`config.mk`:
```
export PLATFORM = sky130hd
export DESIGN_NAME = proth_primality_test_core_flat
export DESIGN_NICKNAME = d
export VERILOG_FILES = /design/src/hw/rtl/ppt_pkg.sv /design/src/hw/rtl/ppt_ifs.sv /design/src/hw/rtl/proth_primality_test_core.sv /design/src/hw/rtl/ppt_resid.sv /design/src/hw/rtl/ppt_modmul.sv /design/src/flat_wrapper.sv
export SDC_FILE = /design/constraint.sdc
export NUM_CORES = 2
export LEC_CHECK = 0
export BUFFER_PORTS_ARGS = -buffer_cell sky130_fd_sc_hd__buf_4
export CELL_PAD_IN_SITES_DETAIL_PLACEMENT = 1
export CELL_PAD_IN_SITES_GLOBAL_PLACEMENT = 2
export CORE_ASPECT_RATIO = 0.7
export CORE_UTILIZATION = 39
export DETAILED_ROUTE_END_ITERATION = 8
export GPL_TIMING_DRIVEN = 0
export PLACE_DENSITY = 0.85
export SLEW_MARGIN = 0
export SYNTH_ARGS = -nofsm -noshare
export SYNTH_HDL_FRONTEND = slang
export SYNTH_SLANG_ARGS = --single-unit
```
`constraint.sdc`:
```
create_clock -name i_clk -period 23.7 [get_ports i_clk]
set_input_delay 1.185 -clock i_clk [delete_from_list [all_inputs] [get_ports i_clk]]
set_output_delay 1.185 -clock i_clk [all_outputs]
set_load 0.05 [all_outputs]
```
`src/hw/rtl/ppt_pkg.sv`:
```
// shared types, constants and witness tables of the proth test core
package ppt_pkg;

    localparam int K_W       = 63;
    localparam int EXP_W     = 6;
    localparam int VERDICT_W = 2;
    localparam int WIT_W     = 5;
    localparam int NUM_BASES = 10;

    localparam logic [EXP_W-1:0] EXP_RESET = 6'd52;

    localparam logic [VERDICT_W-1:0] VERDICT_RANGE  = 2'd0;
    localparam logic [VERDICT_W-1:0] VERDICT_NO_WIT = 2'd1;
    localparam logic [VERDICT_W-1:0] VERDICT_REJECT = 2'd2;
    localparam logic [VERDICT_W-1:0] VERDICT_PRIME  = 2'd3;

    typedef logic [WIT_W-1:0] t_res;
    typedef t_res t_res_vec [NUM_BASES];

    localparam t_res PRIMES [NUM_BASES] = '{
        5'd2, 5'd3, 5'd5, 5'd7, 5'd11, 5'd13, 5'd17, 5'd19, 5'd23, 5'd29
    };

    // bit r set when r is a nonzero quadratic residue of the odd prime; the entry for 2 is zero
    localparam logic [31:0] QR_MASK [NUM_BASES] = '{
        32'h0000_0000, 32'h0000_0002, 32'h0000_0012, 32'h0000_0016,
        32'h0000_023A, 32'h0000_161A, 32'h0001_A316, 32'h0003_0AF2,
        32'h0005_335E, 32'h13D1_22F2
    };

endpackage

```
`src/hw/rtl/ppt_ifs.sv`:
```
// item channel interfaces of the proth test core
interface ppt_in_if;
    import ppt_pkg::*;
    logic           valid;
    logic           ready;
    logic [K_W-1:0] k_value;
    modport source (output valid, output k_value, input ready);
    modport sink   (input valid, input k_value, output ready);
endinterface

interface ppt_out_if;
    import ppt_pkg::*;
    logic                 valid;
    logic                 ready;
    logic [VERDICT_W-1:0] verdict;
    logic [WIT_W-1:0]     witness;
    modport source (output valid, output verdict, output witness, input ready);
    modport sink   (input valid, input verdict, input witness, output ready);
endinterface

```
`src/hw/rtl/proth_primality_test_core.sv`:
```
// proth test core: top level sequencer around the shared modular multiplier
//
// channel   dir  handshake      payload
// i_in      in   valid/ready    k_value[62:0]
// o_out     out  valid/ready    verdict[1:0], witness[4:0]
// i_cfg     in   write enable   exponent[5:0]
//
// an item with k out of range goes straight to the done state, and its result is registered
// there once the output register is free; otherwise NW residue steps, a jacobi check, then
// NW-1 squarings and one base multiply per set bit of (N-1)/2, and a final compare; each
// product takes NW steps, one more per set bit of its second operand
// ready only while idle; a finished item waits in the output register and the
// next item may start meanwhile; synchronous reset clears all control state
module proth_primality_test_core #(
    parameter int MAX_EXPONENT = 63
) (
    input  logic                      i_clk,
    input  logic                      i_rst_n,
    input  logic                      i_cfg_we,
    input  logic [ppt_pkg::EXP_W-1:0] i_cfg_wdata,
    ppt_in_if.sink                    i_in,
    ppt_out_if.source                 o_out
);
    import ppt_pkg::*;

    localparam int NW = 2 * MAX_EXPONENT + 1;
    localparam int IW = $clog2(NW);

    localparam logic [2:0] S_IDLE = 3'd0;
    localparam logic [2:0] S_RES  = 3'd1;
    localparam logic [2:0] S_JAC  = 3'd2;
    localparam logic [2:0] S_SQ   = 3'd3;
    localparam logic [2:0] S_MB   = 3'd4;
    localparam logic [2:0] S_CMP  = 3'd5;
    localparam logic [2:0] S_DONE = 3'd6;

    logic [2:0]           r_state;
    logic [EXP_W-1:0]     r_exp;
    logic [NW-1:0]        r_num;
    logic [NW-1:0]        r_half;
    logic [NW-1:0]        r_r;
    logic [WIT_W-1:0]     r_base;
    logic [IW-1:0]        r_idx;
    logic [VERDICT_W-1:0] r_pv;
    logic [WIT_W-1:0]     r_pw;
    logic [VERDICT_W-1:0] r_verdict;
    logic [WIT_W-1:0]     r_witness;
    logic                 r_ovalid;
    logic                 r_mm_start;
    logic                 r_rs_start;

    logic [EXP_W-1:0] n_eff;
    logic             k_bad;
    logic             accept;
    logic             mm_done;
    logic [NW-1:0]    mm_res;
    logic [NW-1:0]    mm_b;
    logic             rs_done;
    t_res_vec         rs_res;
    logic             jac_found;
    logic [WIT_W-1:0] jac_base;
    logic             bit_set;

    always_comb begin
        if (r_exp == '0) begin
            n_eff = EXP_W'(1);
        end else if (r_exp > EXP_W'(MAX_EXPONENT)) begin
            n_eff = EXP_W'(MAX_EXPONENT);
        end else begin
            n_eff = r_exp;
        end
    end

    assign k_bad  = (i_in.k_value == '0) || ((i_in.k_value >> n_eff) != '0);
    assign accept = i_in.valid && i_in.ready;
    assign i_in.ready = (r_state == S_IDLE);

    // first witness whose jacobi symbol against the candidate is minus one
    always_comb begin
        logic flip;
        logic neg;
        jac_found = 1'b0;
        jac_base  = '0;
        for (int i = NUM_BASES - 1; i >= 0; i--) begin
            flip = 1'b0;
            if (i == 0) begin
                neg = (r_num[2:0] == 3'd3) || (r_num[2:0] == 3'd5);
            end else begin
                flip = (PRIMES[i][1:0] == 2'b11) && (r_num[1:0] == 2'b11);
                neg  = (rs_res[i] != '0) && (QR_MASK[i][rs_res[i]] == flip);
            end
            if (neg) begin
                jac_found = 1'b1;
                jac_base  = PRIMES[i];
            end
        end
    end

    assign mm_b    = (r_state == S_MB) ? NW'(r_base) : r_r;
    assign bit_set = r_half[r_idx];

    ppt_resid #(.W(NW)) u_resid (
        .i_clk   (i_clk),
        .i_rst_n (i_rst_n),
        .i_start (r_rs_start),
        .i_num   (r_num),
        .o_done  (rs_done),
        .o_res   (rs_res)
    );

    ppt_modmul #(.W(NW)) u_modmul (
        .i_clk   (i_clk),
        .i_rst_n (i_rst_n),
        .i_start (r_mm_start),
        .i_a     (r_r),
        .i_b     (mm_b),
        .i_m     (r_num),
        .o_done  (mm_done),
        .o_res   (mm_res)
    );

    always_ff @(posedge i_clk) begin
        if (!i_rst_n) begin
            r_state    <= S_IDLE;
            r_exp      <= EXP_RESET;
            r_ovalid   <= 1'b0;
            r_mm_start <= 1'b0;
            r_rs_start <= 1'b0;
        end else begin
            r_mm_start <= 1'b0;
            r_rs_start <= 1'b0;
            if (i_cfg_we) begin
                r_exp <= i_cfg_wdata;
            end
            if (r_ovalid && o_out.ready) begin
                r_ovalid <= 1'b0;
            end
            case (r_state)
                S_IDLE: begin
                    if (accept) begin
                        r_num  <= (NW'(i_in.k_value) << n_eff) | NW'(1);
                        r_half <= NW'(i_in.k_value) << (n_eff - EXP_W'(1));
                        if (k_bad) begin
                            r_pv    <= VERDICT_RANGE;
                            r_pw    <= '0;
                            r_state <= S_DONE;
                        end else begin
                            r_rs_start <= 1'b1;
                            r_state    <= S_RES;
                        end
                    end
                end
                S_RES: begin
                    if (rs_done) begin
                        r_state <= S_JAC;
                    end
                end
                S_JAC: begin
                    if (jac_found) begin
                        r_base     <= jac_base;
                        r_r        <= NW'(1);
                        r_idx      <= IW'(NW - 2);
                        r_mm_start <= 1'b1;
                        r_state    <= S_SQ;
                    end else begin
                        r_pv    <= VERDICT_NO_WIT;
                        r_pw    <= '0;
                        r_state <= S_DONE;
                    end
                end
                S_SQ, S_MB: begin
                    if (mm_done) begin
                        r_r <= mm_res;
                        if (r_state == S_SQ && bit_set) begin
                            r_mm_start <= 1'b1;
                            r_state    <= S_MB;
                        end else if (r_idx == '0) begin
                            r_state <= S_CMP;
                        end else begin
                            r_idx      <= r_idx - IW'(1);
                            r_mm_start <= 1'b1;
                            r_state    <= S_SQ;
                        end
                    end
                end
                S_CMP: begin
                    if (r_r == {r_num[NW-1:1], 1'b0}) begin
                        r_pv <= VERDICT_PRIME;
                        r_pw <= r_base;
                    end else begin
                        r_pv <= VERDICT_REJECT;
                        r_pw <= '0;
                    end
                    r_state <= S_DONE;
                end
                S_DONE: begin
                    if (!r_ovalid || o_out.ready) begin
                        r_verdict <= r_pv;
                        r_witness <= r_pw;
                        r_ovalid  <= 1'b1;
                        r_state   <= S_IDLE;
                    end
                end
                default: begin
                    r_state <= S_IDLE;
                end
            endcase
        end
    end

    assign o_out.valid   = r_ovalid;
    assign o_out.verdict = r_verdict;
    assign o_out.witness = r_witness;

    a_mm_start_in_ladder: assert property (@(posedge i_clk) disable iff (!i_rst_n)
        r_mm_start |-> (r_state == S_SQ || r_state == S_MB))
        else $error("multiplier started outside the ladder");

    a_prime_has_witness: assert property (@(posedge i_clk) disable iff (!i_rst_n)
        r_ovalid && r_verdict == VERDICT_PRIME |-> r_witness != '0)
        else $error("accepted item without witness");

    a_other_no_witness: assert property (@(posedge i_clk) disable iff (!i_rst_n)
        r_ovalid && r_verdict != VERDICT_PRIME |-> r_witness == '0)
        else $error("witness on an item that is not accepted");

endmodule

```
`src/hw/rtl/ppt_resid.sv`:
```
// bit-serial residues of the candidate modulo each small prime
module ppt_resid #(
    parameter int W = 127
) (
    input  logic             i_clk,
    input  logic             i_rst_n,
    input  logic             i_start,
    input  logic [W-1:0]     i_num,
    output logic             o_done,
    output ppt_pkg::t_res_vec o_res
);
    import ppt_pkg::*;

    localparam int CW = $clog2(W + 1);

    logic [W-1:0]  r_num;
    logic [CW-1:0] r_cnt;
    logic          r_busy;
    logic          r_done;
    t_res_vec      r_res;
    t_res_vec      n_res;

    always_comb begin
        logic [WIT_W:0] t;
        for (int i = 0; i < NUM_BASES; i++) begin
            t = {r_res[i], r_num[W-1]};
            if (t >= {1'b0, PRIMES[i]}) begin
                t = t - {1'b0, PRIMES[i]};
            end
            n_res[i] = t[WIT_W-1:0];
        end
    end

    always_ff @(posedge i_clk) begin
        if (!i_rst_n) begin
            r_busy <= 1'b0;
            r_done <= 1'b0;
        end else begin
            r_done <= 1'b0;
            if (i_start) begin
                r_busy <= 1'b1;
                r_num  <= i_num;
                r_cnt  <= CW'(W);
                for (int i = 0; i < NUM_BASES; i++) begin
                    r_res[i] <= '0;
                end
            end else if (r_busy) begin
                r_res <= n_res;
                r_num <= r_num << 1;
                if (r_cnt == CW'(1)) begin
                    r_busy <= 1'b0;
                    r_done <= 1'b1;
                end else begin
                    r_cnt <= r_cnt - CW'(1);
                end
            end
        end
    end

    assign o_done = r_done;
    assign o_res  = r_res;

    a_done_after_busy: assert property (@(posedge i_clk) disable iff (!i_rst_n)
        r_done |-> $past(r_busy))
        else $error("residue done without a run");

endmodule

```
`src/hw/rtl/ppt_modmul.sv`:
```
// shared modular multiplier, one double or add step per cycle
module ppt_modmul #(
    parameter int W = 127
) (
    input  logic         i_clk,
    input  logic         i_rst_n,
    input  logic         i_start,
    input  logic [W-1:0] i_a,
    input  logic [W-1:0] i_b,
    input  logic [W-1:0] i_m,
    output logic         o_done,
    output logic [W-1:0] o_res
);

    localparam int CW = $clog2(W + 1);

    logic [W-1:0]  r_acc;
    logic [W-1:0]  r_a;
    logic [W-1:0]  r_b;
    logic [W-1:0]  r_m;
    logic [CW-1:0] r_cnt;
    logic          r_busy;
    logic          r_phase;
    logic          r_done;
    logic [W:0]    n_step;

    always_comb begin
        if (r_phase) begin
            n_step = {1'b0, r_acc} + {1'b0, r_a};
        end else begin
            n_step = {r_acc, 1'b0};
        end
        if (n_step >= {1'b0, r_m}) begin
            n_step = n_step - {1'b0, r_m};
        end
    end

    always_ff @(posedge i_clk) begin
        if (!i_rst_n) begin
            r_busy  <= 1'b0;
            r_done  <= 1'b0;
            r_phase <= 1'b0;
        end else begin
            r_done <= 1'b0;
            if (i_start) begin
                r_busy  <= 1'b1;
                r_phase <= 1'b0;
                r_acc   <= '0;
                r_a     <= i_a;
                r_b     <= i_b;
                r_m     <= i_m;
                r_cnt   <= CW'(W);
            end else if (r_busy) begin
                r_acc <= n_step[W-1:0];
                if (!r_phase && r_b[W-1]) begin
                    r_phase <= 1'b1;
                end else begin
                    r_phase <= 1'b0;
                    r_b     <= r_b << 1;
                    if (r_cnt == CW'(1)) begin
                        r_busy <= 1'b0;
                        r_done <= 1'b1;
                    end else begin
                        r_cnt <= r_cnt - CW'(1);
                    end
                end
            end
        end
    end

    assign o_done = r_done;
    assign o_res  = r_acc;

    a_acc_reduced: assert property (@(posedge i_clk) disable iff (!i_rst_n)
        r_busy && !i_start |-> r_acc < r_m)
        else $error("accumulator not reduced");

endmodule

```
`src/flat_wrapper.sv`:
```
// flat-port wrapper written by rule: the top's interface ports become plain ports
module proth_primality_test_core_flat import ppt_pkg::*;
#(
    parameter int MAX_EXPONENT = 63
)
  (i_clk, i_rst_n, i_cfg_we, i_cfg_wdata, i_in_valid, i_in_k_value, i_in_ready, o_out_valid, o_out_verdict, o_out_witness, o_out_ready);
  ppt_in_if i_in_i ();
  ppt_out_if o_out_i ();
  input  logic i_clk;
  input  logic i_rst_n;
  input  logic i_cfg_we;
  input  logic [ppt_pkg::EXP_W-1:0] i_cfg_wdata;
  input wire logic [$bits(i_in_i.valid)-1:0] i_in_valid;
  input wire logic [$bits(i_in_i.k_value)-1:0] i_in_k_value;
  output wire logic [$bits(i_in_i.ready)-1:0] i_in_ready;
  output wire logic [$bits(o_out_i.valid)-1:0] o_out_valid;
  output wire logic [$bits(o_out_i.verdict)-1:0] o_out_verdict;
  output wire logic [$bits(o_out_i.witness)-1:0] o_out_witness;
  input wire logic [$bits(o_out_i.ready)-1:0] o_out_ready;
  assign i_in_i.valid = i_in_valid;
  assign i_in_i.k_value = i_in_k_value;
  assign i_in_ready = i_in_i.ready;
  assign o_out_valid = o_out_i.valid;
  assign o_out_verdict = o_out_i.verdict;
  assign o_out_witness = o_out_i.witness;
  assign o_out_i.ready = o_out_ready;
  proth_primality_test_core #(.MAX_EXPONENT(MAX_EXPONENT)) u_core (.i_clk(i_clk), .i_rst_n(i_rst_n), .i_cfg_we(i_cfg_we), .i_cfg_wdata(i_cfg_wdata), .i_in(i_in_i), .o_out(o_out_i));
endmodule
```
==> flow_summary.json <==
{
  "fin_cells": 10438,
  "max-vdd-ir-drop_uv": 60.4,
  "hold_viol": 0,
  "yosysUniqueCellTypes": 92,
  "ys.flop_type": "edfxtp_1",
  "rsz0062_at_grt": "false",
  "cts_num_sinks": 1122,
  "violations": "capacitance limit, slew limit",
  "dp_hpwl_um": 283000,
  "p_leak_nw": 29.9,
  "cts.repair.resized": 0,
  "clk_latency_ns": 0.79,
  "drt_iter0_markers": 10501,
  "initial_core_util_pct": 39.3,
  "track_usage_pct": 35.1,
  "grt_pass1_vias": 65221,
  "fillers": 21394,
  "gr-total-overflow": 0,
  "dr.pass1.iters": 7,
  "synth_nets": 7960,
  "netlist_instances": 7608,
  "syn_area_per_cell_sq_um": 9.87,
  "ioPinCount": 83,
  "die_w_um": 527,
  "maxCapViolCount": 2,
  "post-route-util_pct": 43.6,
  "multiInputGateArea_sq_um": 38700,
  "antenna_found_initial": 32,
  "outcome": "complete, but fails checks",
  "synthArstFlopShare_pct": 0,
  "ant_nets": 0,
  "numCtsBuffers": 113,
  "synth_warnings": 0,
  "vias_per_cell": 6.50,
  "cp.required_ns": 24.07,
  "die-area_sq_um": 194000,
  "grt_max_degree": 67,
  "pwr-share-clk_pct": 28.8,
  "hold_class": "register to register",
  "cp-end-kind": "register",
  "drcViolationCount": 0,
  "switchingPower_mw": 2.47,
  "synth_seq_cells": 1122,
  "hold_ws_ns": 0.462,
  "cts_setup_buffers": 0,
  "dp_cells": 10218,
  "worstMarginPinSlew_ns": 1.58,
  "fin_crit_sh_pct": 55.5,
  "fin_crit_ns": 13.14,
  "cp_max_fo": 10,
  "maxSlewHeadroom_pct": -6.23,
  "crit_type": "register to register",
  "fin_skew_ns": 0.0575,
  "crit_path_start_kind": "register",
  "cell_internal_pwr_mw": 4.03,
  "power_density_nw_per_um2": 78.1,
  "syn_to_final_growth_pct": 10.9,
  "core-area_sq_um": 191000,
  "setup_viol": 0,
  "p_sw_share_pct": 38.0,
  "rows": 134,
  "cts_hold_buf": 0,
  "cts-root-buf": "clkbuf_16",
  "cts.clk_slew.worst_paths_ns": 0.07,
  "tritoncts": "done",
  "grt_pass1_wl_um": 492000,
  "arrival_ns": 13.52,
  "max_freq_mhz": 76.1,
  "wirelength_um": 350000,
  "regArea_sq_um": 33400,
  "gp_congestion": 1.01,
  "htree_levels": 3,
  "num-nets-final": 8174,
  "slew_viol_final": 5,
  "wl_per_cell_um": 33.5,
  "drive_gt1_share_pct": 7.98,
  "clockBufferDepth": 3,
  "numPortBuffers": 56,
  "yosysSeqAreaShare_pct": 44.5,
  "synth-edff-count": 1096,
  "seq_power_share_pct": 40.5,
  "netlist_area_sq_um": 75100,
  "setup-tns-final_ns": 0,
  "die_h_um": 369,
  "num_vias": 67825,
  "p_comb_share_pct": 30.7
}
## final cells by class
| class | instances | area share, % |
|---|---|---|
| multi-input cells | 5682 | 46.5 |
| flip-flops and latches | 1122 | 40.1 |
| well taps | 2516 | 3.78 |
| clock buffers | 132 | 3.48 |
| plain buffers | 492 | 2.29 |
| repair buffers | 99 | 1.44 |
| inverters | 312 | 1.41 |
| clock inverters | 78 | 1.00 |
| diodes | 5 | 0.0150 |
## flip-flops by register name, indices dropped and copies added, names as in the netlist, 2 cells and up, named ones only
register,count
u_core.r_r,127
u_core.u_modmul.o_res,127
u_core.u_modmul.r_a,127
u_core.u_modmul.r_b,127
u_core.u_resid.r_num,127
u_core.r_half,126
u_core.r_num,125
u_core.u_modmul.r_m,125
u_core.u_resid.o_res,45
u_core.r_idx,7
u_core.u_modmul.r_cnt,7
u_core.u_resid.r_cnt,7
u_core.r_exp,6
u_core.o_out.witness,5
u_core.r_base,5
u_core.r_pw,5
u_core.r_state,3
u_core.o_out.verdict,2
u_core.r_pv,2
## worst paths after layout
path,end,slack (ns),from,cells past startpoint
setup / recovery,u_core.u_modmul.o_res[114]$_SDFFCE_PP0P_,10.56,u_core.u_modmul.o_res[17]$_SDFFCE_PP0P_,27
hold / removal,u_core.o_out.witness[2]$_DFFE_PP_,0.46,u_core.r_pw[2]$_SDFFCE_PN0P_,0
setup reg to reg,u_core.u_modmul.o_res[114]$_SDFFCE_PP0P_,10.56,u_core.u_modmul.o_res[17]$_SDFFCE_PP0P_,27
hold reg to reg,u_core.o_out.witness[2]$_DFFE_PP_,0.46,u_core.r_pw[2]$_SDFFCE_PN0P_,0
## through the flow
step,setup slack [ns],instance area (sq um),power (mW)
floorplan,10.61,75100,3.72
global placement,3.88,78700,4.55
detailed placement,10.42,79500,4.56
CTS,10.28,83300,6.41
global route,10.50,83300,6.66
finish,10.56,83300,6.51
## cells in the mapped netlist, types with 23 or more instances
cell       instances  area [sq um]
inv_1            308          1160
o31ai_1           36           270
a21o_1           101           758
mux2_2           232          2610
xnor2_1          241          2110
xor2_1           106           928
a31oi_1           59           369
dfxtp_1           26           521
o22ai_1           86           538
nor4_1            49           307
a221oi_1          33           289
a211oi_1          72           541
o21a_1            25           188
nor3_1           145           726
nor2_1           591          2220
ha_1             276          3450
and2_1           153           957
mux2i_1          546          5470
a22o_1            30           263
o2bb2ai_1        136          1190
clkbuf_1         395          1480
o21ai_0          441          2210
a21oi_1          654          3270
buf_1             74           278
nor2b_1           39           244
nand3_1           85           425
o21bai_1         100           751
o211ai_1          43           323
nor3b_1           24           180
nand2_1          746          2800
nand4_1          148           926
edfxtp_1        1096         32900
mux4_2            30           676
or3_1             31           194
and3_1            33           206
or2_2             23           144
a221o_1           23           230
nand2b_1          85           532
## power groups by stage
| stage | Sequential, mW | Combinational, mW | Clock [mW] |
|---|---|---|---|
| 6_report | 2.63 | 2.00 | 1.87 |
| 5_1_grt | 2.63 | 2.09 | 1.94 |
| 4_1_cts | 2.62 | 1.92 | 1.88 |
| 3_5_place_dp | 2.66 | 1.90 | 0 |
| 3_3_place_gp | 2.72 | 1.83 | 0 |
| 2_1_floorplan | 2.58 | 1.14 | 0 |
## metal layers
layer / share of wire, % / track usage, % / routed length, um / vias to the layer above
li1: - / - / - / 28829
met5: 0.028 / 0 / 99 / -
met2: 39 / 47.2 / 135000 / 4073
met1: 46 / 54.6 / 160000 / 34429
met3: 13 / 9.76 / 46000 / 482
met4: 2.5 / 7.68 / 8580 / 12
## cells by family after synthesis
logic type	after synthesis	share of synthesized area, %
AND/OR/NAND/NOR	2198	13.6
AO/OA/AOI/OAI	2051	17.4
flip-flops	1122	44.5
multiplexers	808	11.7
buffers and inverters	804	4.08
XOR/XNOR	347	4.05
adder cells (fa/ha/maj)	278	4.65
## worst max-delay path, cell delays in order (launching register included)
cell and delay, ns:
edfxtp_1 0.43, ha_1 0.31, clkbuf_1 0.33, nand4_1 0.24, nor3_1 0.33, nand4_1 0.31, nor3b_1 0.91, o21ai_1 0.42
a2111oi_0 0.49, nor2_1 0.18, o31ai_1 1.04, a31oi_2 0.64, o2111a_1 0.41, a311o_1 0.39, ha_1 0.30, clkbuf_1 0.27
nand2_1 0.13, nor3_1 0.84, and3b_1 0.35, nand2_1 0.13, nor2_1 0.46, a211oi_1 0.16, nand3_1 0.28, a211oi_4 0.15
nand2_1 0.68, clkbuf_1 1.09, clkbuf_1 1.00, a211oi_1 0.41
## cells in the final DEF, fill, tap and decap left out, types with 31 or more instances in the layout
master	n
clkbuf_16	113
nor2b_1	39
ha_1	276
nand3_1	85
o2bb2ai_1	136
a21o_1	101
a21oi_1	653
o22ai_1	86
o31ai_1	36
nor2_1	586
buf_4	62
o21ai_0	441
nor4_1	47
clkbuf_1	406
o21bai_1	100
nor3_1	145
xnor2_1	240
and2_1	153
nand2b_1	85
and3_1	32
edfxtp_1	1096
or3_1	31
o211ai_1	43
inv_1	308
a221oi_1	33
xor2_1	106
mux2i_1	546
nand2_1	746
a211oi_1	71
mux2_2	232
nand4_1	148
buf_1	73
a31oi_1	58
No activity file was read; power rests on OpenSTA's default activity.
